--- config.mk ---
export PLATFORM = sky130hd
export DESIGN_NAME = gb3_window
export DESIGN_NICKNAME = d
export VERILOG_FILES = /design/src/gb3_pkg.sv /design/src/gb3_window.sv
export SDC_FILE = /design/constraint.sdc
export NUM_CORES = 1
export LEC_CHECK = 0
export BUFFER_PORTS_ARGS = -buffer_cell sky130_fd_sc_hd__buf_2
export CAP_MARGIN = 20
export CORE_MARGIN = 2
export CORE_UTILIZATION = 41
export DETAILED_ROUTE_END_ITERATION = 10
export SYNTH_ARGS = -nofsm -noshare
export SYNTH_HDL_FRONTEND = slang
export SYNTH_SLANG_ARGS = --single-unit
--- constraint.sdc ---
create_clock -name clk -period 9.4 [get_ports clk]
set_input_delay 1.88 -clock clk [delete_from_list [all_inputs] [get_ports clk]]
set_output_delay 1.88 -clock clk [all_outputs]
set_load 0.03 [all_outputs]
--- src/gb3_pkg.sv ---
// Package for the 3x3 binomial RGBA blur: shared constants, codes and types.
// No dependencies; every other file of the block refers to it by scoped names.
`default_nettype none

package gb3_pkg;

    localparam int MAX_WIDTH_DEF     = 1024;
    localparam int WIDTH_RESET       = 1024;
    localparam int HEIGHT_RESET      = 1024;
    localparam int HEIGHT_LIMIT      = 4096;

    localparam int CH_W              = 8;
    localparam int CHANNELS          = 4;
    localparam int PIX_W             = CH_W * CHANNELS;
    localparam int BLUR_SUM_W        = CH_W + 4;
    localparam int WIN_SIZE          = 9;

    localparam int CFG_DATA_W        = 13;
    localparam int CFG_IDX_W         = 1;
    localparam int CFG_WIDTH_FIELD_W = 11;
    localparam int ROW_W             = 13;
    localparam int OUT_Y_W           = 12;

    localparam logic [CFG_IDX_W-1:0] CFG_IMAGE_WIDTH  = 1'b0;
    localparam logic [CFG_IDX_W-1:0] CFG_IMAGE_HEIGHT = 1'b1;

    localparam logic FUNC_PIXEL = 1'b0;
    localparam logic FUNC_DRAIN = 1'b1;

    localparam int OUT_DEPTH = 3;
    localparam int OUT_PTR_W = 2;
    localparam int OUT_CNT_W = 2;

    typedef logic [PIX_W-1:0] pix_t;

    typedef struct packed {
        logic valid;
        logic pixel;
        logic emit;
        logic interior;
        logic sel_mid;
        logic last;
    } s1_ctrl_t;

    typedef struct packed {
        pix_t pix;
        logic frame_end;
    } out_item_t;

endpackage

`default_nettype wire

--- src/gb3_window.sv ---
// 3x3 window registers, binomial blur and result selection for stage one.
// Uses gb3_pkg; fed by gb3_ctrl and gb3_line_store.
`default_nettype none

module gb3_window (
    input  wire logic               clk,
    input  wire logic               rst_n,
    input  wire gb3_pkg::s1_ctrl_t  s1_ctrl,
    input  wire gb3_pkg::pix_t      s1_px,
    input  wire gb3_pkg::pix_t      up_rd,
    input  wire gb3_pkg::pix_t      mid_rd,
    output logic                    push,
    output gb3_pkg::out_item_t      push_item
);

    localparam int CH_W  = gb3_pkg::CH_W;
    localparam int SUM_W = gb3_pkg::BLUR_SUM_W;

    gb3_pkg::pix_t win_reg  [gb3_pkg::WIN_SIZE];
    gb3_pkg::pix_t win_next [gb3_pkg::WIN_SIZE];
    gb3_pkg::pix_t blur_px;
    logic [SUM_W-1:0] sum_ch [gb3_pkg::CHANNELS];

    always_comb
    begin
        win_next = win_reg;
        if (s1_ctrl.valid && s1_ctrl.pixel)
        begin
            win_next[0] = win_reg[1];
            win_next[1] = win_reg[2];
            win_next[2] = up_rd;
            win_next[3] = win_reg[4];
            win_next[4] = win_reg[5];
            win_next[5] = mid_rd;
            win_next[6] = win_reg[7];
            win_next[7] = win_reg[8];
            win_next[8] = s1_px;
        end
    end

    always_comb
    begin
        blur_px = '0;
        for (int ch = 0; ch < gb3_pkg::CHANNELS; ch++)
        begin
            sum_ch[ch] = SUM_W'(win_next[0][ch*CH_W +: CH_W]) +
                         (SUM_W'(win_next[1][ch*CH_W +: CH_W]) << 1) +
                         SUM_W'(win_next[2][ch*CH_W +: CH_W]) +
                         (SUM_W'(win_next[3][ch*CH_W +: CH_W]) << 1) +
                         (SUM_W'(win_next[4][ch*CH_W +: CH_W]) << 2) +
                         (SUM_W'(win_next[5][ch*CH_W +: CH_W]) << 1) +
                         SUM_W'(win_next[6][ch*CH_W +: CH_W]) +
                         (SUM_W'(win_next[7][ch*CH_W +: CH_W]) << 1) +
                         SUM_W'(win_next[8][ch*CH_W +: CH_W]);
            blur_px[ch*CH_W +: CH_W] = sum_ch[ch][SUM_W-1:SUM_W-CH_W];
        end
    end

    always_comb
    begin
        push = s1_ctrl.valid && s1_ctrl.emit;
        if (s1_ctrl.pixel)
        begin
            push_item.pix       = s1_ctrl.interior ? blur_px : win_next[4];
            push_item.frame_end = 1'b0;
        end
        else
        begin
            push_item.pix       = s1_ctrl.sel_mid ? mid_rd : up_rd;
            push_item.frame_end = s1_ctrl.last;
        end
    end

    always_ff @(posedge clk or negedge rst_n)
    begin
        if (!rst_n)
        begin
            for (int i = 0; i < gb3_pkg::WIN_SIZE; i++)
            begin
                win_reg[i] <= '0;
            end
        end
        else
        begin
            win_reg <= win_next;
        end
    end

endmodule

`default_nettype wire

==> run summary <==
The run finished with clean final reports. The overflow left after global routing is 0. The first global-routing pass estimated roughly 71000 um of wire.

The highest clock frequency the design can meet is between 0.1 and 0.15 GHz. In this run the critical register-to-register path is launched from win_reg[126]. Summing over every cut layer, the via total after detailed routing is between 10000 and 15000. The clock period minus worst slack came out at 9030 ps. After the last flow step, the layout net total stands at approximately 2400. The initial antenna violation count came to 1. The number of CTS-inserted buffers is 35. The pin count of the biggest net entering global routing is around 180.

The floorplan step set the die height to ~220 um. The utilization after layout came out at 0.4706. The endpoint arrival time on the critical path came out at 7150 ps. The path class of the tightest hold or removal check is reg2reg. The HPWL after detailed placement came out at between 30000 and 40000 um. The final worst-path setup slack came out at 370.1 ps.

Once the clock tree was built, the setup fixing pass inserted 0 buffers. The share of the clock period used by the worst path after layout came out at 0.9606. The number of global-route vias before repair is approximately 13000. At the worst endpoint, the required time is ~7500 ps.

The residual DRC count came out at 0. The count of nets left with antenna violations after detail routing came out at 0. After technology mapping, the gate count stands at between 1500 and 2000. The final count of hold timing violations is 0. In this run the mean area of a mapped cell was roughly 9.7 um^2. The total of cells resized after clock tree synthesis is 0. The cell sitting at the root of the clock tree is a clkbuf_16. The largest fanout of any net on the critical path is ~50. The number of H-tree branching levels came out at 2. The proportion of synthesized chip area in sequential cells is 0.3834. The detail-routed net length per standard cell came out at around 16 um. Before CTS, the worst setup slack after placement is between 300 and 400 ps.

Among all flip-flop cells after synthesis, the most frequent one is dfrtp_1. The final count of negative-setup-slack endpoints came out at 0. The total global-route track usage came out at 0.1914. Across the routed clock network, the largest skew measured is about 17 ps. The worst setup path is captured at a primary output. For this run, asynchronously set or reset flops after synthesis account for 1.000.

The layout cell share with drive strength beyond 1 is 0.1160. The initialized floorplan defines 78 standard-cell rows. The startpoint identified for the worst hold timing path is win_reg[280]. The width of the die came out at 218.1 um. The worst setup path startpoint is s1_ctrl[4].

The register bit total from synthesis is 288. The worst setup path is launched from an input pin. The sequential cells in the finished layout cover a total of just over 0.007 mm^2. The count of hold buffers inserted by post-cts repair came out at 0. The worst relative slew slack is 0.2888. Dividing the detail-routed via count by the number of cells gives 4.734. The reported max-cap violation count is 0. The critical path is of the in2out type.

The number of library cell types mapped by synthesis is 48. The post-synth net total is 2293. The area of the die came out at between 0.04 and 0.05 mm^2. The clock latency on the worst-skew pair is around 540 ps. The core area came out at between 0.04 and 0.05 mm^2. The count of non-filler cells in the finished layout is 2679. The final weighted congestion in routability-driven placement came out at between 0.8 and 0.9. The Yosys warning count came out at 0. The CTS clock-pin slew for the worst setup and hold paths came out at 60 ps. The number of placed instances, taps included is between 2000 and 3000. The number of top-level pins is ~140. The register with the most flip-flops in the layout has between 200 and 300 of them.

The number of sinks driven by the clock tree came out at between 200 and 300. The growth of design area from synthesis to finish came out at 13.37%. For this configuration, the core starts out at a cell density of 0.4151. The total of buffers placed on input and output ports is approximately 140. Fill cells in the final layout number 4311. The deepest clock path buffer count came out at 3. The count of pins over their slew limit came out at 0. In this run the cell area of the synthesized design comes to 0.01880 mm^2. The first detailed-routing pass took 5 iterations. The footprint of the multi-input gates came out at roughly 0.0098 mm^2. The total wire length after detailed routing came out at 42930 um. For this block, the initial DRC count from the detailed router was ~760. At the pin with the least slew margin, the transition time is ~1100 ps. The number of enable-type register cells in the synthesized netlist came out at 0. Adding up every negative setup slack in the final design gives 0 ps. The CTS tree is yes. Setup repair after global routing left no endpoint under its margin.
## cells in the mapped netlist (2+ instances only)
library cell / n / area (um^2)
nand3_1: 5 / 25.02
buf_2: 29 / 145.1
a211o_1: 3 / 26.28
a22oi_1: 4 / 30.03
nor3_1: 8 / 40.04
mux2_2: 19 / 214.0
nand2b_1: 2 / 12.51
or3_1: 4 / 25.02
xor2_1: 3 / 26.28
and3_1: 7 / 43.79
o21ai_0: 20 / 100.1
o211ai_1: 12 / 90.09
a31oi_1: 5 / 31.28
buf_1: 3 / 11.26
and2_1: 3 / 18.77
nand3b_1: 3 / 22.52
ha_1: 52 / 650.6
clkbuf_1: 27 / 101.4
xnor2_1: 6 / 52.55
o31a_1: 3 / 26.28
nor2_1: 16 / 60.06
a211oi_1: 5 / 37.54
a21oi_1: 35 / 175.2
a21o_1: 8 / 60.06
a221o_1: 2 / 20.02
buf_6: 3 / 33.78
buf_4: 8 / 60.06
o41ai_2: 3 / 48.80
nor4_1: 3 / 18.77
nor3b_1: 3 / 22.52
mux2i_1: 125 / 1251
fa_1: 208 / 4164
nor2b_1: 12 / 75.07
dfrtp_1: 288 / 7207
o22ai_1: 8 / 50.05
nand2_1: 567 / 2128
a221oi_1: 5 / 43.79
inv_1: 394 / 1479
o21bai_1: 4 / 30.03
o21a_1: 6 / 45.04
## metal layers
metal	wire, um	track usage	share of wire	up-vias
met3	1571	0.02561	0.037	59
met4	1141	0.06077	0.027	0
met1	20350	0.2728	0.47	6321
li1	-	-	-	6093
met2	19870	0.3040	0.46	210
met5	0	0	0	-
## per-stage QoR
| stage | hold WS (ps) | instance area [um^2] |
|---|---|---|
| 2_1_floorplan | 439.4 | 18800 |
| 3_3_place_gp | 452.1 | 20170 |
| 3_5_place_dp | 459.9 | 20170 |
| 4_1_cts | 474.2 | 21310 |
| 5_1_grt | 499.2 | 21310 |
| 6_report | 468.3 | 21310 |
## worst paths after layout
check / to / slack, ps / cells after the start
min in group asynchronous: win_reg[71] / 1380 / 1
max: push_item[11] / 370 / 18
min reg2reg: win_reg[280] / 470 / 2
max reg2reg: win_reg[158] / 8440 / 2
max in group asynchronous: win_reg[110] / 6510 / 2
min: win_reg[280] / 470 / 2
## cells by family after synthesis
logic type               count (synthesis)  share of synthesized area
XOR/XNOR                                 9                   0.004194
AND/OR/NAND/NOR                        634                     0.1332
buffers and inverters                  465                    0.09758
multiplexers                           145                    0.07874
adder cells (fa/ha/maj)                260                     0.2561
flip-flops                             288                     0.3834
AO/OA/AOI/OAI                          128                    0.04679
## worst max-delay path, cell delays in order
cell and delay (ps):
buf_2 160, nand2_8 270, buf_12 290, buf_4 250, mux2i_1 290, fa_1 470, inv_1 90, fa_1 460
fa_1 560, inv_1 60, fa_1 480, inv_1 40, ha_1 320, nand2_1 80, o41ai_2 430, xnor2_1 120
a221oi_1 520, buf_2 300
## placed cells by master (no fill, tap or decap), types with 19 or more instances in the layout
| cell | n |
|---|---|
| a21oi_1 | 35 |
| buf_2 | 136 |
| clkbuf_16 | 37 |
| dfrtp_1 | 288 |
| fa_1 | 208 |
| ha_1 | 52 |
| inv_1 | 394 |
| mux2_2 | 19 |
| mux2i_1 | 125 |
| nand2_1 | 567 |
| o21ai_0 | 20 |
## final cells by class
| class | instances | share of cell area |
|---|---|---|
| Antenna cell | 1 | 0.0001174 |
| Clock buffer | 53 | 0.05002 |
| Clock inverter | 8 | 0.003171 |
| Inverter | 395 | 0.06957 |
| Multi-Input combinational cell | 1176 | 0.4584 |
| Sequential cell | 288 | 0.3382 |
| Tap cell | 600 | 0.03523 |
| Timing Repair Buffer | 158 | 0.04533 |
Power is left out: the tool's default activity adds up to more than one toggle a clock period on the data nets, which glitch-free logic cannot reach.
