$ cat src/gb3_pkg.sv
// Package for the 3x3 binomial RGBA blur: shared constants, codes and types.
// No dependencies; every other file of the block refers to it by scoped names.
`default_nettype none

package gb3_pkg;

    localparam int MAX_WIDTH_DEF     = 1024;
    localparam int WIDTH_RESET       = 1024;
    localparam int HEIGHT_RESET      = 1024;
    localparam int HEIGHT_LIMIT      = 4096;

    localparam int CH_W              = 8;
    localparam int CHANNELS          = 4;
    localparam int PIX_W             = CH_W * CHANNELS;
    localparam int BLUR_SUM_W        = CH_W + 4;
    localparam int WIN_SIZE          = 9;

    localparam int CFG_DATA_W        = 13;
    localparam int CFG_IDX_W         = 1;
    localparam int CFG_WIDTH_FIELD_W = 11;
    localparam int ROW_W             = 13;
    localparam int OUT_Y_W           = 12;

    localparam logic [CFG_IDX_W-1:0] CFG_IMAGE_WIDTH  = 1'b0;
    localparam logic [CFG_IDX_W-1:0] CFG_IMAGE_HEIGHT = 1'b1;

    localparam logic FUNC_PIXEL = 1'b0;
    localparam logic FUNC_DRAIN = 1'b1;

    localparam int OUT_DEPTH = 3;
    localparam int OUT_PTR_W = 2;
    localparam int OUT_CNT_W = 2;

    typedef logic [PIX_W-1:0] pix_t;

    typedef struct packed {
        logic valid;
        logic pixel;
        logic emit;
        logic interior;
        logic sel_mid;
        logic last;
    } s1_ctrl_t;

    typedef struct packed {
        pix_t pix;
        logic frame_end;
    } out_item_t;

endpackage

`default_nettype wire

$ cat src/gb3_out_fifo.sv
// Three-entry result queue between the blur stage and the output channel.
// Uses gb3_pkg; reports when a further input transaction could overflow it.
`default_nettype none

module gb3_out_fifo (
    input  wire logic                clk,
    input  wire logic                rst_n,
    input  wire logic                push,
    input  wire gb3_pkg::out_item_t  push_item,
    input  wire logic                out_stall,
    output logic                     out_valid,
    output gb3_pkg::out_item_t       out_item,
    output logic                     full
);

    localparam int PTR_W = gb3_pkg::OUT_PTR_W;
    localparam int CNT_W = gb3_pkg::OUT_CNT_W;
    localparam int SUM_W = CNT_W + 1;

    gb3_pkg::out_item_t fifo_mem [gb3_pkg::OUT_DEPTH];
    logic [PTR_W-1:0]   wr_ptr_reg, wr_ptr_next;
    logic [PTR_W-1:0]   rd_ptr_reg, rd_ptr_next;
    logic [CNT_W-1:0]   count_reg, count_next;
    logic               pop;

    assign out_valid = (count_reg != '0);
    assign out_item  = fifo_mem[rd_ptr_reg];
    assign pop       = out_valid && !out_stall;
    assign full      = (SUM_W'(count_reg) + SUM_W'(push)) >= SUM_W'(gb3_pkg::OUT_DEPTH);

    always_comb
    begin
        wr_ptr_next = wr_ptr_reg;
        rd_ptr_next = rd_ptr_reg;
        if (push)
        begin
            wr_ptr_next = (wr_ptr_reg == PTR_W'(gb3_pkg::OUT_DEPTH - 1)) ?
                          '0 : wr_ptr_reg + PTR_W'(1);
        end
        if (pop)
        begin
            rd_ptr_next = (rd_ptr_reg == PTR_W'(gb3_pkg::OUT_DEPTH - 1)) ?
                          '0 : rd_ptr_reg + PTR_W'(1);
        end
        case ({push, pop})
            2'b10:   count_next = count_reg + CNT_W'(1);
            2'b01:   count_next = count_reg - CNT_W'(1);
            default: count_next = count_reg;
        endcase
    end

    always_ff @(posedge clk)
    begin
        if (push)
        begin
            fifo_mem[wr_ptr_reg] <= push_item;
        end
    end

    always_ff @(posedge clk or negedge rst_n)
    begin
        if (!rst_n)
        begin
            wr_ptr_reg <= '0;
            rd_ptr_reg <= '0;
            count_reg  <= '0;
        end
        else
        begin
            wr_ptr_reg <= wr_ptr_next;
            rd_ptr_reg <= rd_ptr_next;
            count_reg  <= count_next;
        end
    end

    // A result is never pushed into a queue that is already full.
    assert property (@(posedge clk) disable iff (!rst_n)
        !(push && !pop && (count_reg == CNT_W'(gb3_pkg::OUT_DEPTH))))
        else $error("result queue overflow");

endmodule

`default_nettype wire

$ cat config.mk
export PLATFORM = sky130hd
export DESIGN_NAME = gb3_out_fifo
export DESIGN_NICKNAME = d
export VERILOG_FILES = /design/src/gb3_pkg.sv /design/src/gb3_out_fifo.sv
export SDC_FILE = /design/constraint.sdc
export NUM_CORES = 1
export LEC_CHECK = 0
export BUFFER_PORTS_ARGS = -buffer_cell sky130_fd_sc_hd__clkbuf_2
export CAP_MARGIN = 20
export CORE_ASPECT_RATIO = 0.5
export CORE_MARGIN = 1.5
export CORE_UTILIZATION = 55
export CTS_CLUSTER_DIAMETER = 40
export DETAILED_ROUTE_END_ITERATION = 8
export PLACE_DENSITY = 0.79
export RECOVER_POWER = 25
export SKIP_LAST_GASP = 1
export SLEW_MARGIN = 30
export SYNTH_ARGS = -nofsm -noshare
export SYNTH_HDL_FRONTEND = slang
export SYNTH_SLANG_ARGS = --single-unit
$ cat constraint.sdc
create_clock -name clk -period 10.3 [get_ports clk]
set_clock_uncertainty 0.15 [all_clocks]
set_input_delay 1.03 -clock clk [delete_from_list [all_inputs] [get_ports clk]]
set_output_delay 1.03 -clock clk [all_outputs]
set_load 0.01 [all_outputs]
==> flow_summary.json, run 1 <==
{
  "status": "completed",
  "r2r_end": "fifo_mem[0][20]",
  "nFillCells": 486,
  "ios": 72,
  "core-area_sq_mm": 0.00688,
  "yosysUniqueCellTypes": 23,
  "drtPass1Iterations": 4,
  "final_layout_size_suffix_gt1_frac": 0.249,
  "final_cell_count_no_fill": 409,
  "routed_wl_mm": 6.34,
  "gp_congestion": 0.694,
  "antenna_found_initial": 0,
  "worstSkewPairLatency_ns": 0.33,
  "worst_pin_slew_ns": 0.708,
  "setup_viol": 0,
  "clock-root-buffer": "clkbuf_16",
  "die_x_um": 124,
  "min_path_cells": 1,
  "criticalPathCategory": "input port to output port",
  "synth_area_per_cell_sq_um": 17.0,
  "largest_reg_flops": 99,
  "grt_overflow_total": 0,
  "leakagePower_nw": 1.77,
  "dpl.cell_count": 393,
  "cts.repair.resized": 0,
  "powerDensity_mw_per_mm2": 278,
  "antenna_cells": 0,
  "slew_headroom": 0.527,
  "hold_viol": 0,
  "syn-cell-area_sq_mm": 0.00404,
  "multi_input_area_sq_um": 812,
  "htree_levels": 3,
  "tns_ns": 0,
  "startpoint": "push",
  "grt_setup_unrepaired": "no",
  "synth_edf_count": 99,
  "core.rowCount": 21,
  "netlist_instances": 238,
  "worstPathRequired_ns": 9.12,
  "synthTopCellsByArea": "edfxtp_1, mux2i_1, dfrtp_1",
  "arrival_ns": 1.97,
  "min_period_over_period": 0.306,
  "slew_viol_final": 0,
  "clock_sinks": 105,
  "placed_cell_area_sq_mm": 0.00446,
  "ant_nets": 0,
  "cts_tree": "yes",
  "cts_buffer_depth": 2,
  "fin_crit_ns": 3.15,
  "ir_drop_mv": 0.192,
  "cp-start-kind": "input port",
  "yosysTopAreaCell": "edfxtp_1",
  "initial_utilization": 0.587,
  "drtIter0Drc": 192,
  "grt_start_max_net_pins": 69,
  "seq_area_frac_synth": 0.772,
  "drc": 0,
  "max_freq_ghz": 0.317,
  "fin_nets": 353,
  "cts-hold-fix-buffers": 0,
  "vias_per_cell": 5.17,
  "grt_pass1_wl_mm": 10.4,
  "clk_pin_slew_ns": 0.07,
  "dp_hpwl_mm": 4.03,
  "area_growth_pct": 18.3,
  "yosysMostFrequentCell": "edfxtp_1",
  "cts_buffers": 9,
  "synth_seq_cells": 105,
  "dieArea_sq_mm": 0.00791,
  "maxCapViolCount": 0,
  "hold_path.class": "register to register",
  "die_height_um": 63.6,
  "wl_per_cell_um": 15.5,
  "cts_setup_buffers": 0,
  "cpPeakStageDelay_ns": 0.27,
  "yosys_warnings": 0,
  "ys.flop_type": "edfxtp_1",
  "crit_chain": "clkbuf_2 -> ha_1 -> ha_1 -> a31o_2 -> clkbuf_2",
  "io_buffers": 71,
  "worstSetupEndpointType": "output port",
  "async_flop_share": 0.0571,
  "largest-register": "fifo_mem",
  "grtUsageTotal": 0.178,
  "vias": 2116,
  "crit_end": "full",
  "grt_pass1_vias": 2162,
  "rr_startpoint": "wr_ptr_reg[1]",
  "synth_nets": 279,
  "yosys.area.top_type_share": 0.735,
  "design_area_sq_mm": 0.00478,
  "crit_fanout": 3,
  "synthTopCellsByCount": "edfxtp_1, nand2_1, mux2i_1, o21ai_1",
  "rrSetupSlack_ns": 8.39,
  "rr_worst_depth": 2,
  "seqCellArea_sq_mm": 0.00313,
  "critPathSlowestCell": "ha_1"
}
critical path, delay by kind of cell:
family	cells	cell delay [ns]
adders and majority gates	2	0.48
AOI/OAI and AO/OA	1	0.24
buffers and inverters	2	0.22
layout make-up:
type,instances,area share
Inverter,2,0.00157
Tap cell,92,0.0241
Clock buffer,10,0.0479
Timing Repair Buffer,74,0.0780
Clock inverter,6,0.0241
Multi-Input combinational cell,120,0.170
Sequential cell,105,0.655
report_power, final:
| part | internal (mW) | leakage [nW] | switching [mW] |
|---|---|---|---|
| combinational | 0.148 | 0.627 | 0.161 |
| clock | 0.239 | 0.163 | 0.141 |
| sequential | 0.551 | 0.984 | 0.0916 |
cell families (layout without fill, tap and decap cells):
family	after synthesis	in the layout	synth area share
AOI/OAI and AO/OA	37	37	0.0492
xor gates and xnor gates	3	3	0.00650
adders and majority gates	4	4	0.0124
buffers and inverters	13	92	0.0313
DFF	105	105	0.772
muxes	35	35	0.0879
and+or+nand+nor	41	41	0.0405
worst min path at each step:
stage	to	from
finish	count_reg[1]	count_reg[1]
detailed placement	count_reg[1]	count_reg[1]
floorplan	wr_ptr_reg[1]	wr_ptr_reg[1]
global placement	count_reg[1]	count_reg[1]
CTS	rd_ptr_reg[1]	rst_n
global route	count_reg[0]	rst_n
per-layer routing:
layer  wire length [um]  GRT usage
met2               3330      0.306
met1               2650      0.210
met4                 93     0.0790
met3                274     0.0527
met5                  0          0
cells in the final DEF (no fill, tap or decap), drive strengths merged, types with 2 or more instances in the layout:
cell,n
o21ai,33
ha,4
nand2,35
inv,3
a21o,2
bufinv,3
xnor2,2
clkbuf,81
edfxtp,99
mux2i,34
buf,3
dfrtp,6
nor2,3
metrics by stage:
step                total power [mW]  hold slack [ns]   util  setup WS [ns]
floorplan                      0.868            0.338      -           6.12
global placement               0.947            0.376  0.644           7.16
detailed placement             0.968            0.399  0.648           7.14
CTS                             1.35            0.350  0.698           7.14
global route                    1.40            0.419  0.695           7.11
finish                          1.33            0.398  0.695           7.15
(Power assumes the default switching activity.)
==> run 2: changes to the inputs <==
--- a/config.mk
+++ b/config.mk
@@ -5,6 +5,7 @@
 export SDC_FILE = /design/constraint.sdc
 export NUM_CORES = 1
 export LEC_CHECK = 0
+export ABC_AREA = 1
 export BUFFER_PORTS_ARGS = -buffer_cell sky130_fd_sc_hd__clkbuf_2
 export CAP_MARGIN = 20
 export CORE_ASPECT_RATIO = 0.5
==> constraint.sdc (replaced) <==
create_clock -name clk -period 3.2 [get_ports clk]
set_clock_uncertainty 0.15 [all_clocks]
set_input_delay 0.32 -clock clk [delete_from_list [all_inputs] [get_ports clk]]
set_output_delay 0.32 -clock clk [all_outputs]
set_load 0.01 [all_outputs]
==> flow_summary.json, run 2 <==
{
  "power_mw": 4.57,
  "powerDensity_mw_per_mm2": 964,
  "io_buffers": 71,
  "final_core_util": 0.697,
  "yosysTopAreaCell": "edfxtp_1",
  "r2r_end": "count_reg[1]",
  "ir_drop_mv": 0.612,
  "dieArea_sq_mm": 0.00769,
  "yosys_warnings": 0,
  "fin_nets": 405,
  "clockPowerShare": 0.284,
  "clk_pin_slew_ns": 0.06,
  "cts-hold-fix-buffers": 1,
  "largest_reg_flops": 99,
  "worstSkewPairLatency_ns": 0.34,
  "routed_wl_mm": 7.16,
  "clock_sinks": 105,
  "cp-start-kind": "register",
  "vias_per_cell": 5.21,
  "grt_pass1_vias": 2449,
  "ys.flop_type": "edfxtp_1",
  "yosysUniqueCellTypes": 16,
  "vias": 2401,
  "final_layout_size_suffix_gt1_frac": 0.198,
  "switching_share": 0.326,
  "arrival_ns": 1.91,
  "htree_levels": 3,
  "slew_viol_final": 0,
  "rr_worst_depth": 9,
  "leakagePower_nw": 1.87,
  "synth_nets": 328,
  "gp_congestion": 0.734,
  "max_freq_ghz": 0.420,
  "drc": 0,
  "synth_area_per_cell_sq_um": 13.7,
  "drtPass1Iterations": 4,
  "final_common_cell": "nand2_1",
  "hold_viol": 0,
  "status": "completed",
  "pwr-share-seq": 0.407,
  "cts_setup_buffers": 0,
  "critPathSlowestCell": "nor2_4",
  "antenna_cells": 0,
  "die_height_um": 62.8,
  "async_flop_share": 0.0571,
  "core-area_sq_mm": 0.00681,
  "switchingPower_mw": 1.49,
  "setup_viol": 0,
  "grt_pass1_wl_mm": 11.5,
  "drtIter0Drc": 158,
  "maxCapViolCount": 0,
  "rr_startpoint": "count_reg[1]",
  "hold_path.class": "input port to register",
  "largest-register": "fifo_mem",
  "grtUsageTotal": 0.207,
  "grt_setup_unrepaired": "no",
  "core.rowCount": 21,
  "grt_overflow_total": 0,
  "worstSetupEndpointType": "output port",
  "cts_tree": "yes",
  "cts_buffers": 9,
  "holdPathEnd": "fifo_mem[2][23]",
  "grt_start_max_net_pins": 35,
  "synth_edf_count": 99,
  "worst_pin_slew_ns": 0.829,
  "synthTopCellsByCount": "nand2_1, edfxtp_1, nand3_1, inv_1, buf_2",
  "pwr-share-comb": 0.310,
  "syn-cell-area_sq_mm": 0.00393,
  "synth_seq_cells": 105,
  "synthTopCellsByArea": "edfxtp_1, nand2_1, nand3_1",
  "dp_hpwl_mm": 4.33,
  "cpPeakStageDelay_ns": 0.69,
  "intPower_mw": 3.08,
  "initial_utilization": 0.577,
  "yosys.area.top_type_share": 0.757,
  "slew_headroom": 0.446,
  "cts.repair.resized": 0,
  "criticalPathCategory": "register to output port",
  "yosysMostFrequentCell": "nand2_1",
  "min_period_over_period": 0.744,
  "nFillCells": 456,
  "antenna_found_initial": 0,
  "min_from": "push_item[23]",
  "netlist_instances": 287,
  "cts_buffer_depth": 2,
  "die_x_um": 123,
  "most-common-layout-cells": "nand2_1, edfxtp_1, clkbuf_2",
  "crit_chain": "nor2_4 -> nand2_1 -> nand3_1 -> clkbuf_2",
  "crit_fanout": 34,
  "fin_crit_ns": 2.38,
  "ios": 72,
  "area_growth_pct": 20.7,
  "clock-root-buffer": "clkbuf_16",
  "tns_ns": 0,
  "rrSetupSlack_ns": 1.53,
  "worstPathRequired_ns": 2.73,
  "wl_per_cell_um": 15.5,
  "seq_area_frac_synth": 0.795,
  "min_path_cells": 1,
  "ant_nets": 0
}
==> run 2: per-layer routing <==
metal  wire length, um  share of wire  track usage  vias up
met2              3750           0.52        0.350       66
li1                  -              -            -     1153
met4               111          0.016       0.0596        0
met5                 0              0            0        -
met1              2930           0.41        0.249     1172
met3               369          0.052       0.0812       10
==> run 2: cells by family after synthesis <==
group           synth area share
simple gates               0.161
flops                      0.795
buf+inv                   0.0242
fa+ha+maj                 0.0127
compound gates           0.00446
xor+xnor                 0.00223
==> run 2: cell type report <==
cell class                 instances  area (sq um)  area share
clock buffer                       9           225      0.0475
inverter                          12          45.0     0.00950
timing repair buffer              76           369      0.0779
clock inverter                     7           141      0.0298
multi-input combinational        160           722       0.152
tap                               92           115      0.0243
sequential                       105          3120       0.659
==> run 2: stage by stage <==
step                setup WS [ns]  hold WS (ns)  instances  area, sq um
floorplan                   0.886        -0.126        287         3930
global placement             1.23     -0.000783        444         4390
detailed placement           1.13        0.0106        444         4390
CTS                         0.764        0.0195        461         4770
global route                0.670        0.0326        461         4740
finish                      0.818        0.0329        461         4740
==> run 2: worst max path at each step <==
stage,slack [ns],startpoint,cells after the start,end
floorplan,0.89,wr_ptr_reg[0],1,fifo_mem[2][0]
global placement,1.23,rd_ptr_reg[1],4,out_item[20]
detailed placement,1.13,rd_ptr_reg[1],4,out_item[1]
CTS,0.76,rd_ptr_reg[1],4,out_item[23]
global route,0.67,rd_ptr_reg[1],4,out_item[14]
finish,0.82,rd_ptr_reg[1],4,out_item[23]
==> run 2: worst max-delay path, delay by kind of cell, from the launching register on <==
family                 cells  cell delay (ns)
flip-flops                 1             0.45
AND/OR/NAND/NOR            3             0.97
buffers and inverters      1             0.15
==> run 2: power groups by stage <==
stage | clock (mW) | sequential (mW) | combinational [mW]
floorplan | 0 | 1.86 | 0.889
global placement | 0 | 1.87 | 1.39
detailed placement | 0 | 1.89 | 1.44
CTS | 1.32 | 1.86 | 1.44
global route | 1.38 | 1.88 | 1.58
finish | 1.30 | 1.86 | 1.42
==> run 3: changes to the inputs <==
--- a/config.mk
+++ b/config.mk
@@ -10,10 +10,10 @@
 export CAP_MARGIN = 20
 export CORE_ASPECT_RATIO = 0.5
 export CORE_MARGIN = 1.5
-export CORE_UTILIZATION = 55
+export CORE_UTILIZATION = 49
 export CTS_CLUSTER_DIAMETER = 40
 export DETAILED_ROUTE_END_ITERATION = 8
-export PLACE_DENSITY = 0.79
+export PLACE_DENSITY = 0.74
 export RECOVER_POWER = 25
 export SKIP_LAST_GASP = 1
 export SLEW_MARGIN = 30
==> constraint.sdc (replaced) <==
create_clock -name clk -period 1.97 [get_ports clk]
set_clock_uncertainty 0.15 [all_clocks]
set_input_delay 0.197 -clock clk [delete_from_list [all_inputs] [get_ports clk]]
set_output_delay 0.197 -clock clk [all_outputs]
set_load 0.01 [all_outputs]
==> flow_summary.json, run 3 (same netlist as run 2, synthesis figures left out) <==
{
  "grtUsageTotal": 0.189,
  "final_common_cell": "nand2_1",
  "worst-path-buf-inv": 2,
  "vias_per_cell": 4.89,
  "tns_ns": 0,
  "drc": 0,
  "cpPeakStageDelay_ns": 0.47,
  "drtIter0Drc": 202,
  "max_freq_ghz": 0.532,
  "slew_headroom": 0.767,
  "die_x_um": 130,
  "largest-register": "fifo_mem",
  "dp_hpwl_mm": 4.72,
  "clock_sinks": 105,
  "most-common-layout-cells": "nand2_1, edfxtp_1, clkbuf_2",
  "worstSetupEndpointType": "output port",
  "power_mw": 7.18,
  "core.rowCount": 22,
  "worstPathRequired_ns": 1.62,
  "core-area_sq_mm": 0.00754,
  "fin_crit_ns": 1.88,
  "setup_viol": 0,
  "area_growth_pct": 29.9,
  "cts_tree": "yes",
  "critPathTopFamily": "flip-flops",
  "largest_reg_flops": 99,
  "dieArea_sq_mm": 0.00860,
  "arrival_ns": 1.53,
  "ir_drop_mv": 0.781,
  "slew_viol_final": 0,
  "grt_start_max_net_pins": 26,
  "clock-root-buffer": "clkbuf_16",
  "worst_pin_slew_ns": 0.350,
  "min_period_over_period": 0.954,
  "cp-start-kind": "register",
  "cp_num_cells": 5,
  "rr_worst_depth": 10,
  "status": "completed",
  "powerDensity_mw_per_mm2": 1410,
  "io_buffers": 71,
  "criticalPathCategory": "register to output port",
  "htree_levels": 3,
  "maxCapViolCount": 0,
  "min_path_cells": 5,
  "cts_buffers": 9,
  "grt_pass1_wl_mm": 11.7,
  "antenna_found_initial": 0,
  "leakagePower_nw": 2.02,
  "die_height_um": 66.3,
  "hold_path.class": "input port to register",
  "gp_congestion": 0.765,
  "crit_fanout": 24,
  "crit_chain": "nor2_4 -> buf_6 -> nand2_1 -> nand3_1 -> clkbuf_2",
  "final_cell_count_no_fill": 520,
  "ios": 72,
  "hold_viol": 0,
  "vias": 2544,
  "fin_nets": 448,
  "routed_wl_mm": 7.47,
  "wl_per_cell_um": 14.4,
  "ant_nets": 0,
  "drtPass1Iterations": 6,
  "critPathSlowestCell": "dfrtp_1",
  "grt_setup_unrepaired": "no",
  "grt_pass1_vias": 2557,
  "cts_buffer_depth": 2,
  "worstSkewPairLatency_ns": 0.34,
  "initial_utilization": 0.521,
  "grt_overflow_total": 0,
  "clk_pin_slew_ns": 0.07,
  "dpl.cell_count": 467,
  "antenna_cells": 0,
  "final_layout_size_suffix_gt1_frac": 0.204
}
## run 3: cell types whose count changed in the layout (fill, tap and decap cells not counted), sizes merged
cell and change:
dlygate4sd3 +34, inv +1, bufinv -4, clkinv +1, clkinvlp +2, buf +9
## run 3: cell type report
class                   instances  area, sq um
fillers                       566         2440
repair buffers                119          798
multi-input cells             160          722
inverters                      12         45.0
clock buffers                   9          225
flip-flops and latches        105         3120
well taps                     108          135
clock inverters                 7         55.1
## run 3: repair_timing
| item | CTS | global route |
|---|---|---|
| pin swaps | 1 | 0 |
| resized for setup | 0 | 2 |
| buffers inserted | 1 | 1 |
| setup endpoints to repair | 7 | 18 |
| gates cloned | 0 | 0 |
| hold buffers | 35 | 0 |
| hold endpoints to repair | 107 | 0 |
## run 3: metrics by stage
stage	util	setup slack, ns	hold WS [ns]	instance area (sq um)
6_report	0.677	0.0912	0.0640	5100
5_1_grt	0.677	0.0246	0.0981	5100
4_1_cts	0.678	0.0132	0.0563	5110
3_5_place_dp	0.593	0.358	-0.108	4480
3_3_place_gp	0.593	0.404	-0.117	4480
2_1_floorplan	-	0.133	-0.249	3940
## run 3: power by group
group	switching, mW	leakage (nW)	internal (mW)
Clock	0.778	0.132	0.867
Combinational	1.57	0.897	0.946
Sequential	0.142	0.988	2.87
## run 3: worst min-delay path, cell delays in order
cell and delay (ns):
clkbuf_2 0.08, inv_1 0.04, nand2_1 0.09, nand2_1 0.07, nand2_1 0.05
## run 3: path summary, 6_finish.rpt
kind,start,end,slack [ns]
worst min-delay path,out_stall,rd_ptr_reg[1],0.06
worst max register to register,count_reg[0],count_reg[1],0.26
worst max-delay path,rd_ptr_reg[1],out_item[19],0.09
worst min register to register,count_reg[1],count_reg[1],0.42
min in group asynchronous,rst_n,count_reg[1],0.11
max in group asynchronous,rst_n,count_reg[0],1.31
## run 3: per-layer routing
layer	up-vias	wire [um]	global-route usage
met5	-	0	0
met4	0	112	0.0778
met3	18	307	0.0574
met2	54	3760	0.328
met1	1237	3280	0.222
li1	1235	-	-
