## config.mk

```make
export PLATFORM = sky130hd
export DESIGN_NAME = gb3_ctrl
export DESIGN_NICKNAME = d
export VERILOG_FILES = /design/src/gb3_pkg.sv /design/src/gb3_ctrl.sv
export SDC_FILE = /design/constraint.sdc
export NUM_CORES = 1
export LEC_CHECK = 0
export BUFFER_PORTS_ARGS = -buffer_cell sky130_fd_sc_hd__buf_4
export CORE_UTILIZATION = 40
export DETAILED_ROUTE_END_ITERATION = 12
export HOLD_SLACK_MARGIN = 0.05
export RECOVER_POWER = 100
export SETUP_SLACK_MARGIN = 0.1
export SYNTH_ARGS = -nofsm -noshare
export SYNTH_HDL_FRONTEND = slang
export SYNTH_SLANG_ARGS = --single-unit
```

## constraint.sdc

```tcl
create_clock -name clk -period 5.1 [get_ports clk]
set_input_delay 0.255 -clock clk [delete_from_list [all_inputs] [get_ports clk]]
set_output_delay 0.255 -clock clk [all_outputs]
set_load 0.02 [all_outputs]
```

## src/gb3_pkg.sv

```systemverilog
// Package for the 3x3 binomial RGBA blur: shared constants, codes and types.
// No dependencies; every other file of the block refers to it by scoped names.
`default_nettype none

package gb3_pkg;

    localparam int MAX_WIDTH_DEF     = 1024;
    localparam int WIDTH_RESET       = 1024;
    localparam int HEIGHT_RESET      = 1024;
    localparam int HEIGHT_LIMIT      = 4096;

    localparam int CH_W              = 8;
    localparam int CHANNELS          = 4;
    localparam int PIX_W             = CH_W * CHANNELS;
    localparam int BLUR_SUM_W        = CH_W + 4;
    localparam int WIN_SIZE          = 9;

    localparam int CFG_DATA_W        = 13;
    localparam int CFG_IDX_W         = 1;
    localparam int CFG_WIDTH_FIELD_W = 11;
    localparam int ROW_W             = 13;
    localparam int OUT_Y_W           = 12;

    localparam logic [CFG_IDX_W-1:0] CFG_IMAGE_WIDTH  = 1'b0;
    localparam logic [CFG_IDX_W-1:0] CFG_IMAGE_HEIGHT = 1'b1;

    localparam logic FUNC_PIXEL = 1'b0;
    localparam logic FUNC_DRAIN = 1'b1;

    localparam int OUT_DEPTH = 3;
    localparam int OUT_PTR_W = 2;
    localparam int OUT_CNT_W = 2;

    typedef logic [PIX_W-1:0] pix_t;

    typedef struct packed {
        logic valid;
        logic pixel;
        logic emit;
        logic interior;
        logic sel_mid;
        logic last;
    } s1_ctrl_t;

    typedef struct packed {
        pix_t pix;
        logic frame_end;
    } out_item_t;

endpackage

`default_nettype wire

```

## src/gb3_ctrl.sv

```systemverilog
// Position counters, size registers and first pipeline stage of the blur.
// Uses gb3_pkg; drives the line store read port and the stage-one control.
`default_nettype none

module gb3_ctrl #(
    parameter int MAX_WIDTH = gb3_pkg::MAX_WIDTH_DEF,
    localparam int COL_W = $clog2(MAX_WIDTH)
) (
    input  wire logic                             clk,
    input  wire logic                             rst_n,
    input  wire logic                             accept,
    input  wire logic                             func,
    input  wire gb3_pkg::pix_t                    in_px,
    input  wire logic                             cfg_wr_en,
    input  wire logic [gb3_pkg::CFG_IDX_W-1:0]    cfg_index,
    input  wire logic [gb3_pkg::CFG_DATA_W-1:0]   cfg_data,
    output logic                                  rd_en,
    output logic [COL_W-1:0]                      rd_addr,
    output gb3_pkg::s1_ctrl_t                     s1_ctrl,
    output logic [COL_W-1:0]                      s1_addr,
    output gb3_pkg::pix_t                         s1_px
);

    localparam int WID_W = $clog2(MAX_WIDTH + 1);
    localparam int CMP_W = (WID_W > gb3_pkg::CFG_WIDTH_FIELD_W) ?
                           WID_W : gb3_pkg::CFG_WIDTH_FIELD_W;
    localparam int RESET_W = (MAX_WIDTH < gb3_pkg::WIDTH_RESET) ?
                             MAX_WIDTH : gb3_pkg::WIDTH_RESET;
    localparam int ROW_W = gb3_pkg::ROW_W;
    localparam int Y_W   = gb3_pkg::OUT_Y_W;

    logic [WID_W-1:0]  w_reg, w_next;
    logic [ROW_W-1:0]  h_reg, h_next;
    logic [COL_W-1:0]  in_col_reg, in_col_next;
    logic [ROW_W-1:0]  in_row_reg, in_row_next;
    logic [COL_W-1:0]  out_x_reg, out_x_next;
    logic [Y_W-1:0]    out_y_reg, out_y_next;
    gb3_pkg::s1_ctrl_t s1_ctrl_reg, s1_ctrl_next;
    logic [COL_W-1:0]  s1_addr_reg, s1_addr_next;
    gb3_pkg::pix_t     s1_px_reg, s1_px_next;

    logic [CMP_W-1:0]  w_raw;
    logic [WID_W-1:0]  w_clamp;
    logic [ROW_W-1:0]  h_clamp;
    logic              complete;
    logic              is_pixel;
    logic              emit_px;
    logic              col_last;
    logic              x_last;
    logic              y_last;
    logic              interior;

    always_comb
    begin
        w_raw = CMP_W'(cfg_data[gb3_pkg::CFG_WIDTH_FIELD_W-1:0]);
        if (w_raw == '0)
        begin
            w_clamp = WID_W'(1);
        end
        else if (w_raw > CMP_W'(MAX_WIDTH))
        begin
            w_clamp = WID_W'(MAX_WIDTH);
        end
        else
        begin
            w_clamp = WID_W'(w_raw);
        end

        if (cfg_data == '0)
        begin
            h_clamp = ROW_W'(1);
        end
        else if (cfg_data > ROW_W'(gb3_pkg::HEIGHT_LIMIT))
        begin
            h_clamp = ROW_W'(gb3_pkg::HEIGHT_LIMIT);
        end
        else
        begin
            h_clamp = cfg_data;
        end
    end

    assign complete = (in_row_reg >= h_reg);
    assign is_pixel = (func == gb3_pkg::FUNC_PIXEL) && !complete;
    assign emit_px  = (in_row_reg >= ROW_W'(2)) ||
                      ((in_row_reg == ROW_W'(1)) && (in_col_reg != '0));
    assign col_last = ((WID_W'(in_col_reg) + WID_W'(1)) == w_reg);
    assign x_last   = ((WID_W'(out_x_reg) + WID_W'(1)) == w_reg);
    assign y_last   = ((ROW_W'(out_y_reg) + ROW_W'(1)) >= h_reg);
    assign interior = (out_x_reg != '0) && ((WID_W'(out_x_reg) + WID_W'(1)) < w_reg) &&
                      (out_y_reg != '0) && !y_last;

    always_comb
    begin
        w_next       = w_reg;
        h_next       = h_reg;
        in_col_next  = in_col_reg;
        in_row_next  = in_row_reg;
        out_x_next   = out_x_reg;
        out_y_next   = out_y_reg;
        s1_ctrl_next = '0;
        s1_addr_next = s1_addr_reg;
        s1_px_next   = s1_px_reg;
        rd_en        = 1'b0;
        rd_addr      = in_col_reg;

        if (cfg_wr_en)
        begin
            case (cfg_index)
                gb3_pkg::CFG_IMAGE_WIDTH:  w_next = w_clamp;
                gb3_pkg::CFG_IMAGE_HEIGHT: h_next = h_clamp;
                default:                   w_next = w_reg;
            endcase
            in_col_next = '0;
            in_row_next = '0;
            out_x_next  = '0;
            out_y_next  = '0;
        end
        else if (accept && is_pixel)
        begin
            rd_en                 = 1'b1;
            rd_addr               = in_col_reg;
            s1_ctrl_next.valid    = 1'b1;
            s1_ctrl_next.pixel    = 1'b1;
            s1_ctrl_next.emit     = emit_px;
            s1_ctrl_next.interior = interior;
            s1_addr_next          = in_col_reg;
            s1_px_next            = in_px;
            if (col_last)
            begin
                in_col_next = '0;
                in_row_next = in_row_reg + ROW_W'(1);
            end
            else
            begin
                in_col_next = in_col_reg + COL_W'(1);
            end
            if (emit_px)
            begin
                if (x_last)
                begin
                    out_x_next = '0;
                    out_y_next = out_y_reg + Y_W'(1);
                end
                else
                begin
                    out_x_next = out_x_reg + COL_W'(1);
                end
            end
        end
        else if (accept && complete)
        begin
            rd_en                = 1'b1;
            rd_addr              = out_x_reg;
            s1_ctrl_next.valid   = 1'b1;
            s1_ctrl_next.emit    = 1'b1;
            s1_ctrl_next.sel_mid = y_last;
            s1_ctrl_next.last    = x_last && y_last;
            s1_addr_next         = out_x_reg;
            if (x_last && y_last)
            begin
                in_col_next = '0;
                in_row_next = '0;
                out_x_next  = '0;
                out_y_next  = '0;
            end
            else if (x_last)
            begin
                out_x_next = '0;
                out_y_next = out_y_reg + Y_W'(1);
            end
            else
            begin
                out_x_next = out_x_reg + COL_W'(1);
            end
        end
    end

    always_ff @(posedge clk or negedge rst_n)
    begin
        if (!rst_n)
        begin
            w_reg       <= WID_W'(RESET_W);
            h_reg       <= ROW_W'(gb3_pkg::HEIGHT_RESET);
            in_col_reg  <= '0;
            in_row_reg  <= '0;
            out_x_reg   <= '0;
            out_y_reg   <= '0;
            s1_ctrl_reg <= '0;
        end
        else
        begin
            w_reg       <= w_next;
            h_reg       <= h_next;
            in_col_reg  <= in_col_next;
            in_row_reg  <= in_row_next;
            out_x_reg   <= out_x_next;
            out_y_reg   <= out_y_next;
            s1_ctrl_reg <= s1_ctrl_next;
        end
    end

    always_ff @(posedge clk)
    begin
        s1_addr_reg <= s1_addr_next;
        s1_px_reg   <= s1_px_next;
    end

    assign s1_ctrl = s1_ctrl_reg;
    assign s1_addr = s1_addr_reg;
    assign s1_px   = s1_px_reg;

    // The input column always stays inside the current row.
    assert property (@(posedge clk) disable iff (!rst_n)
        (WID_W'(in_col_reg) < w_reg))
        else $error("input column outside the row");

    // The output row never passes the frame height.
    assert property (@(posedge clk) disable iff (!rst_n)
        (ROW_W'(out_y_reg) < h_reg))
        else $error("output row outside the frame");

    // The last drain transaction returns every position to the frame start.
    assert property (@(posedge clk) disable iff (!rst_n)
        (accept && !cfg_wr_en && complete && !is_pixel && x_last && y_last) |=>
        (in_col_reg == '0 && in_row_reg == '0 && out_x_reg == '0 && out_y_reg == '0))
        else $error("positions not cleared at frame end");

endmodule

`default_nettype wire

```

==> results.sh, run 1 <==
export IMPL_dp_cells=976
export IMPL_htreeDepth=4
export IMPL_fin_skew_ns=0.00695
export IMPL_worstReg2RegEnd="in_row_reg[10]"
export IMPL_wl_met3_um=971
export IMPL_track_usage_pct=21.3
export IMPL_root_buffer="clkbuf_16"
export IMPL_synth_area_leaders="dfrtp_1, edfxtp_1, ha_1, nand2_1, o21ai_0"
export IMPL_yosysSeqAreaShare_pct=46.6
export IMPL_arrival_ns=4.73
export IMPL_io_buffers=109
export IMPL_peakVddDrop_uv=237
export IMPL_drtPass1Iterations=5
export IMPL_synth_cells=676
export IMPL_drc=0
export IMPL_cp_end_kind="flop"
export IMPL_period_needed_ns=4.43
export IMPL_power_leakage_nw=3.70
export IMPL_grt_overflow_total=0
export IMPL_start_util_pct=40.7
export IMPL_cp_required_ns=5.40
export IMPL_antenna_found_initial=0
export IMPL_violations="max-capacitance violations, max-slew violations"
export IMPL_worstHoldStart="cfg_data[8]"
export IMPL_die_area_um2=17400
export IMPL_clkTransAtPathRegs_ns=0.06
export IMPL_hold_depth=2
export IMPL_status="finished, violations left"
export IMPL_viasPerCell=5.48
export IMPL_die_h_um=132
export IMPL_finish_utilization_pct=50.8
export IMPL_cts_buffers=17
export IMPL_drtIter0Drc=390
export IMPL_slew_violations=94
export IMPL_reg2reg_depth=8
export IMPL_place_hpwl_mm=12.7
export IMPL_setup_viol=0
export IMPL_largest_reg_flops=32
export IMPL_ant_nets=0
export IMPL_synth_flop_cell="dfrtp_1"
export IMPL_postCtsSetupBuffers=0
export IMPL_yosysTopAreaCell="dfrtp_1"
export IMPL_fmax_mhz=226
export IMPL_rsz0062_at_grt="false"
export IMPL_final_cell_mix="nand2_1, dfrtp_1, clkbuf_1"
export IMPL_min_period_over_period_pct=86.9
export IMPL_relSlewSlack_pct=-38.7
export IMPL_ys_types=61
export IMPL_p_per_area_nw_per_um2=296
export IMPL_insertion_delay_ns=0.42
export IMPL_finalWirelength_mm=17.7
export IMPL_cp_max_fo=17
export IMPL_ys_ff_latch=117
export IMPL_critPathLaunchType="flop"
export IMPL_path_class="flop to flop"
export IMPL_ys_warn_count=0
export IMPL_hold_viol=0
export IMPL_cts_tree="done"
export IMPL_holdWs_ns=0.0698
export IMPL_clock_sinks=117
export IMPL_grt_max_degree=76
export IMPL_vias=5708
export IMPL_finalSetupTns_ns=0
export IMPL_synth_avg_cell_area_um2=9.96
export IMPL_synth_nets=773
export IMPL_wl_met1_mm=7.96
export IMPL_io_pins=110
export IMPL_async_flop_share_pct=64.1
export IMPL_diodes=0
export IMPL_holdPathEnd="h_reg[8]"
export IMPL_tightest_slew_ns=2.06
export IMPL_top_layer_used="met4"
export IMPL_synth_top_area_share_pct=27.1
export IMPL_rrSetupSlack_ns=0.67
export IMPL_final_common_cell="nand2_1"
export IMPL_wire_per_inst_um=17.0
export IMPL_fin_cells=1042
export IMPL_drv_cap=3
export IMPL_row_count=47
export IMPL_synth_edf_count=42
export IMPL_gp_congestion=0.871
export IMPL_design_core_area_um2=16500
export IMPL_grt_pass1_wl_mm=29.0
export IMPL_rr_startpoint="h_reg[10]"
export IMPL_syn_to_final_growth_pct=24.8
export IMPL_grt_pass1_vias=5744
export IMPL_syn_area_um2=6730
export IMPL_drive_gt1_share_pct=12.9
export IMPL_num_nets_final=906
export IMPL_wl_met2_mm=8.32
export IMPL_hp_class="input port to flop"
export IMPL_cts_path_max_buffers=2
export IMPL_die_x_um=132
-- power breakdown --
part / total (mW) / switching (mW) / internal (mW)
clock: 1.17 / 0.448 / 0.720
sequential: 1.04 / 0.0281 / 1.01
combinational: 0.276 / 0.165 / 0.111
total: 2.49 / 0.640 / 1.85
-- worst max-delay path by stage --
stage | start | endpoint | slack [ns]
2_1_floorplan | h_reg[10] | in_row_reg[8] | 1.47
3_3_place_gp | out_y_reg[0] | in_row_reg[0] | 1.35
3_5_place_dp | out_y_reg[0] | in_row_reg[6] | 1.21
4_1_cts | out_y_reg[0] | in_row_reg[10] | 1.14
5_1_grt | in_row_reg[0] | in_row_reg[10] | 0.43
6_report | h_reg[10] | in_row_reg[10] | 0.67
-- routing by layer --
layer,vias to the layer above,global-route usage [%]
met3,40,4.54
li1,2740,-
met2,201,34.8
met4,0,9.75
met5,-,0
met1,2727,27.1
-- cell families after synthesis --
group,Yosys count,share of synthesized area (%)
and+or+nand+nor,255,19.4
xor gates and xnor gates,27,3.51
adders and majority gates,46,8.55
AOI/OAI and AO/OA,147,15.9
buffers and inverters,74,4.31
DFF,117,46.6
muxes,10,1.67
-- metrics by stage --
| stage | total power [mW] | area, um2 | setup slack (ns) |
|---|---|---|---|
| floorplan | 1.21 | 6730 | 1.47 |
| global placement | 1.32 | 7720 | 1.35 |
| detailed placement | 1.33 | 7720 | 1.21 |
| CTS | 2.52 | 8640 | 1.14 |
| global route | 2.59 | 8400 | 0.432 |
| finish | 2.49 | 8400 | 0.666 |
-- repair_timing --
| item | CTS | global route |
|---|---|---|
| hold endpoints to repair | 94 | 0 |
| hold buffers | 34 | 0 |
| gates resized for setup | 0 | 0 |
-- final cells by class --
cell class / count / area [um2]
Inverter: 41 / 154
Sequential cell: 117 / 3140
Clock buffer: 17 / 425
Multi-Input combinational cell: 485 / 3290
Timing Repair Buffer: 147 / 957
Clock inverter: 15 / 158
Tap cell: 220 / 275
Fill cell: 1542 / 8120
-- synthesized netlist by cell type (5+ instances only) --
cell / count
inv_1: 40
and2_1: 5
a221o_1: 16
xnor2_1: 18
o21ai_0: 39
nor4_1: 11
or3_1: 11
edfxtp_1: 42
dfrtp_1: 73
and3_1: 25
xor2_1: 9
ha_1: 46
nor2_1: 35
nand2b_1: 13
clkbuf_1: 28
a211oi_1: 6
nand3_1: 26
o31ai_1: 5
a22o_1: 17
nand4_1: 7
a21oi_1: 21
o21a_1: 5
or2_2: 5
mux2_2: 10
nor2b_1: 8
nand2_1: 82
nor3_1: 13
-- worst max-delay path, stage by stage, from the launching register on --
cell	delay [ns]
dfstp_2	0.53
inv_1	0.07
ha_1	0.31
a21oi_1	0.15
o21ai_1	0.09
o32a_1	0.47
nor3_1	1.60
a211oi_2	0.58
a221o_1	0.51
No activity file was read; power rests on OpenSTA's default activity.
==> run 2, diff against run 1 <==
--- a/config.mk
+++ b/config.mk
@@ -5,9 +5,9 @@
 export SDC_FILE = /design/constraint.sdc
 export NUM_CORES = 1
 export LEC_CHECK = 0
-export BUFFER_PORTS_ARGS = -buffer_cell sky130_fd_sc_hd__buf_4
-export CORE_UTILIZATION = 40
+export CORE_UTILIZATION = 30
 export DETAILED_ROUTE_END_ITERATION = 12
+export DONT_BUFFER_PORTS = 1
 export HOLD_SLACK_MARGIN = 0.05
 export RECOVER_POWER = 100
 export SETUP_SLACK_MARGIN = 0.1
==> run 2 against run 1 <==
Compared with the run above: the flow still finishes with violations (max-capacitance violations, max-slew violations); combinational power down 17%; worst hold slack worse by 0.0085 ns; sequential share of layout area up 1.7 points; global-route usage down 5.8 points; flip-flop and latch count unchanged; worst setup slack better by 0.016 ns; total power down 0.63%; largest power group unchanged.
==> results.sh, run 2 (synthesis results as in run 1) <==
export IMPL_status="finished, violations left"
export IMPL_violations="max-capacitance violations, max-slew violations"
export IMPL_cp_required_ns=5.47
export IMPL_vias=5320
export IMPL_die_x_um=152
export IMPL_hold_depth=2
export IMPL_cpMostUsedCell="inv_1"
export IMPL_drive_gt1_share_pct=7.69
export IMPL_hp_class="input port to flop"
export IMPL_rrSetupSlack_ns=0.68
export IMPL_largest_reg_flops=32
export IMPL_pre_cts_ws_ns=1.18
export IMPL_grt_pass1_wl_mm=28.0
export IMPL_arrival_ns=4.78
export IMPL_setup_viol=0
export IMPL_fin_area_um2=8030
export IMPL_fin_total_pwr_mw=2.47
export IMPL_htreeDepth=4
export IMPL_num_nets_final=812
export IMPL_cts_tree="done"
export IMPL_viasPerCell=5.28
export IMPL_sw_frac_of_total_pct=28.8
export IMPL_rr_startpoint="h_reg[12]"
export IMPL_holdWs_ns=0.0613
export IMPL_drc=0
export IMPL_design_core_area_um2=21900
export IMPL_root_buffer="clkbuf_16"
export IMPL_power_switching_mw=0.712
export IMPL_hold_viol=0
export IMPL_final_common_cell="nand2_1"
export IMPL_path_delay_family="buffers and inverters"
export IMPL_gp_congestion=0.808
export IMPL_antenna_found_initial=0
export IMPL_worstReg2RegEnd="in_row_reg[0]"
export IMPL_grt_max_degree=76
export IMPL_cts_path_max_buffers=2
export IMPL_grt_pass1_vias=4975
export IMPL_finalSetupTns_ns=0
export IMPL_multi_input_area_um2=3290
export IMPL_fillCellCount=2229
export IMPL_diodes=0
export IMPL_clkTransAtPathRegs_ns=0.07
export IMPL_io_buffers=0
export IMPL_cp_max_fo=47
export IMPL_clock_sinks=117
export IMPL_die_h_um=152
export IMPL_crit_cells=10
export IMPL_crit_buf_inv=3
export IMPL_cpPeakStageDelay_ns=1.23
export IMPL_tightest_slew_ns=3.61
export IMPL_wire_per_inst_um=17.4
export IMPL_finalWirelength_mm=17.5
export IMPL_p_int_mw=1.76
export IMPL_clockPowerShare_pct=47.9
export IMPL_peakVddDrop_uv=221
export IMPL_io_pins=110
export IMPL_row_count=54
export IMPL_drv_cap=3
export IMPL_grt_overflow_total=0
export IMPL_rsz0062_at_grt="false"
export IMPL_cts_buffers=17
export IMPL_ant_nets=0
export IMPL_regArea_um2=3140
export IMPL_insertion_delay_ns=0.43
export IMPL_postCtsSetupBuffers=0
export IMPL_critPathSlowestCell="inv_1"
export IMPL_worstHoldStart="cfg_data[10]"
export IMPL_power_leakage_nw=3.48
export IMPL_path_class="flop to flop"
export IMPL_min_period_over_period_pct=86.6
export IMPL_slew_violations=142
export IMPL_pwr_share_comb_pct=9.3
export IMPL_reg2reg_depth=10
export IMPL_p_seq_share_pct=42.8
export IMPL_drtPass1Iterations=7
export IMPL_track_usage_pct=15.5
export IMPL_place_hpwl_mm=12.3
export IMPL_holdPathEnd="w_reg[4]"
export IMPL_fin_skew_ns=0.00914
export IMPL_final_cell_mix="nand2_1, dfrtp_1, dlygate4sd3_1"
export IMPL_cp_end_kind="flop"
export IMPL_p_per_area_nw_per_um2=308
export IMPL_fmax_mhz=226
export IMPL_dpl_cell_area_um2=6980
export IMPL_die_area_um2=23000
export IMPL_crit_chain="inv_1 -> ha_1 -> a211oi_1 -> o21ai_0 -> o32a_1 -> or3_1 -> clkbuf_1 -> inv_1 -> and2_1 -> mux2_2"
export IMPL_syn_to_final_growth_pct=19.3
export IMPL_drtIter0Drc=421
export IMPL_relSlewSlack_pct=-141
export IMPL_fin_ws_ns=0.682
export IMPL_critPathLaunchType="flop"
export IMPL_period_needed_ns=4.42
export IMPL_start_util_pct=30.8
run 2: cell types whose count changed in the layout (fill, tap and decap cells not counted), sizes merged, moves of 2 or more:
| cell | change |
|---|---|
| clkbuf | -92 |
| buf | -17 |
| dlygate4sd3 | +14 |
| inv | +8 |
| clkinv | -3 |
| clkinvlp | -3 |
| bufinv | -2 |
run 2: worst max-delay path by stage:
stage / from / to
2_1_floorplan: h_reg[10] / in_row_reg[8]
3_3_place_gp: out_y_reg[0] / in_row_reg[0]
3_5_place_dp: out_y_reg[0] / in_row_reg[0]
4_1_cts: out_y_reg[0] / in_row_reg[0]
5_1_grt: in_row_reg[12] / in_row_reg[0]
6_report: h_reg[12] / in_row_reg[0]
run 2: area by class of cell:
cell class | instances | share of cell area (%)
multi-input combinational | 485 | 41.0
sequential | 117 | 39.1
timing repair buffer | 53 | 6.42
clock buffer | 17 | 5.30
tap | 280 | 4.36
clock inverter | 15 | 1.93
inverter | 41 | 1.92
run 2: metal layers:
metal	track usage [%]	vias up	wire (um)	part of all wire, %
met4	7.29	0	437	2.5
met3	3.74	24	804	4.6
met1	19.7	2595	7810	45
li1	-	2553	-	-
met5	0	-	0	0
met2	24.9	148	8480	48
run 2: power by group through the flow:
stage	registers (mW)	clock network, mW	logic (mW)
finish	1.06	1.18	0.229
global route	1.06	1.26	0.258
CTS	1.06	1.21	0.234
detailed placement	1.08	0	0.185
global placement	1.08	0	0.182
floorplan	1.07	0	0.143
run 2: repair_timing:
action                                 CTS  global route
hold buffers                            48             1
gates resized for setup                  0             0
endpoints found under the hold margin  129             1
run 2: worst reg2reg max path, cell delays in order (launching register included):
cell and delay, ns:
dfrtp_1 0.38, inv_1 0.13, ha_1 0.27, a211oi_1 0.24, o21ai_0 0.12, o32a_1 0.47
or3_1 0.39, clkbuf_1 0.36, inv_1 1.23, and2_1 0.53, mux2_2 0.23
run 2: metrics by stage:
stage	instances	utilization, %
2_1_floorplan	676	-
3_3_place_gp	927	31.9
3_5_place_dp	927	31.9
4_1_cts	1007	36.8
5_1_grt	1008	36.7
6_report	1008	36.7
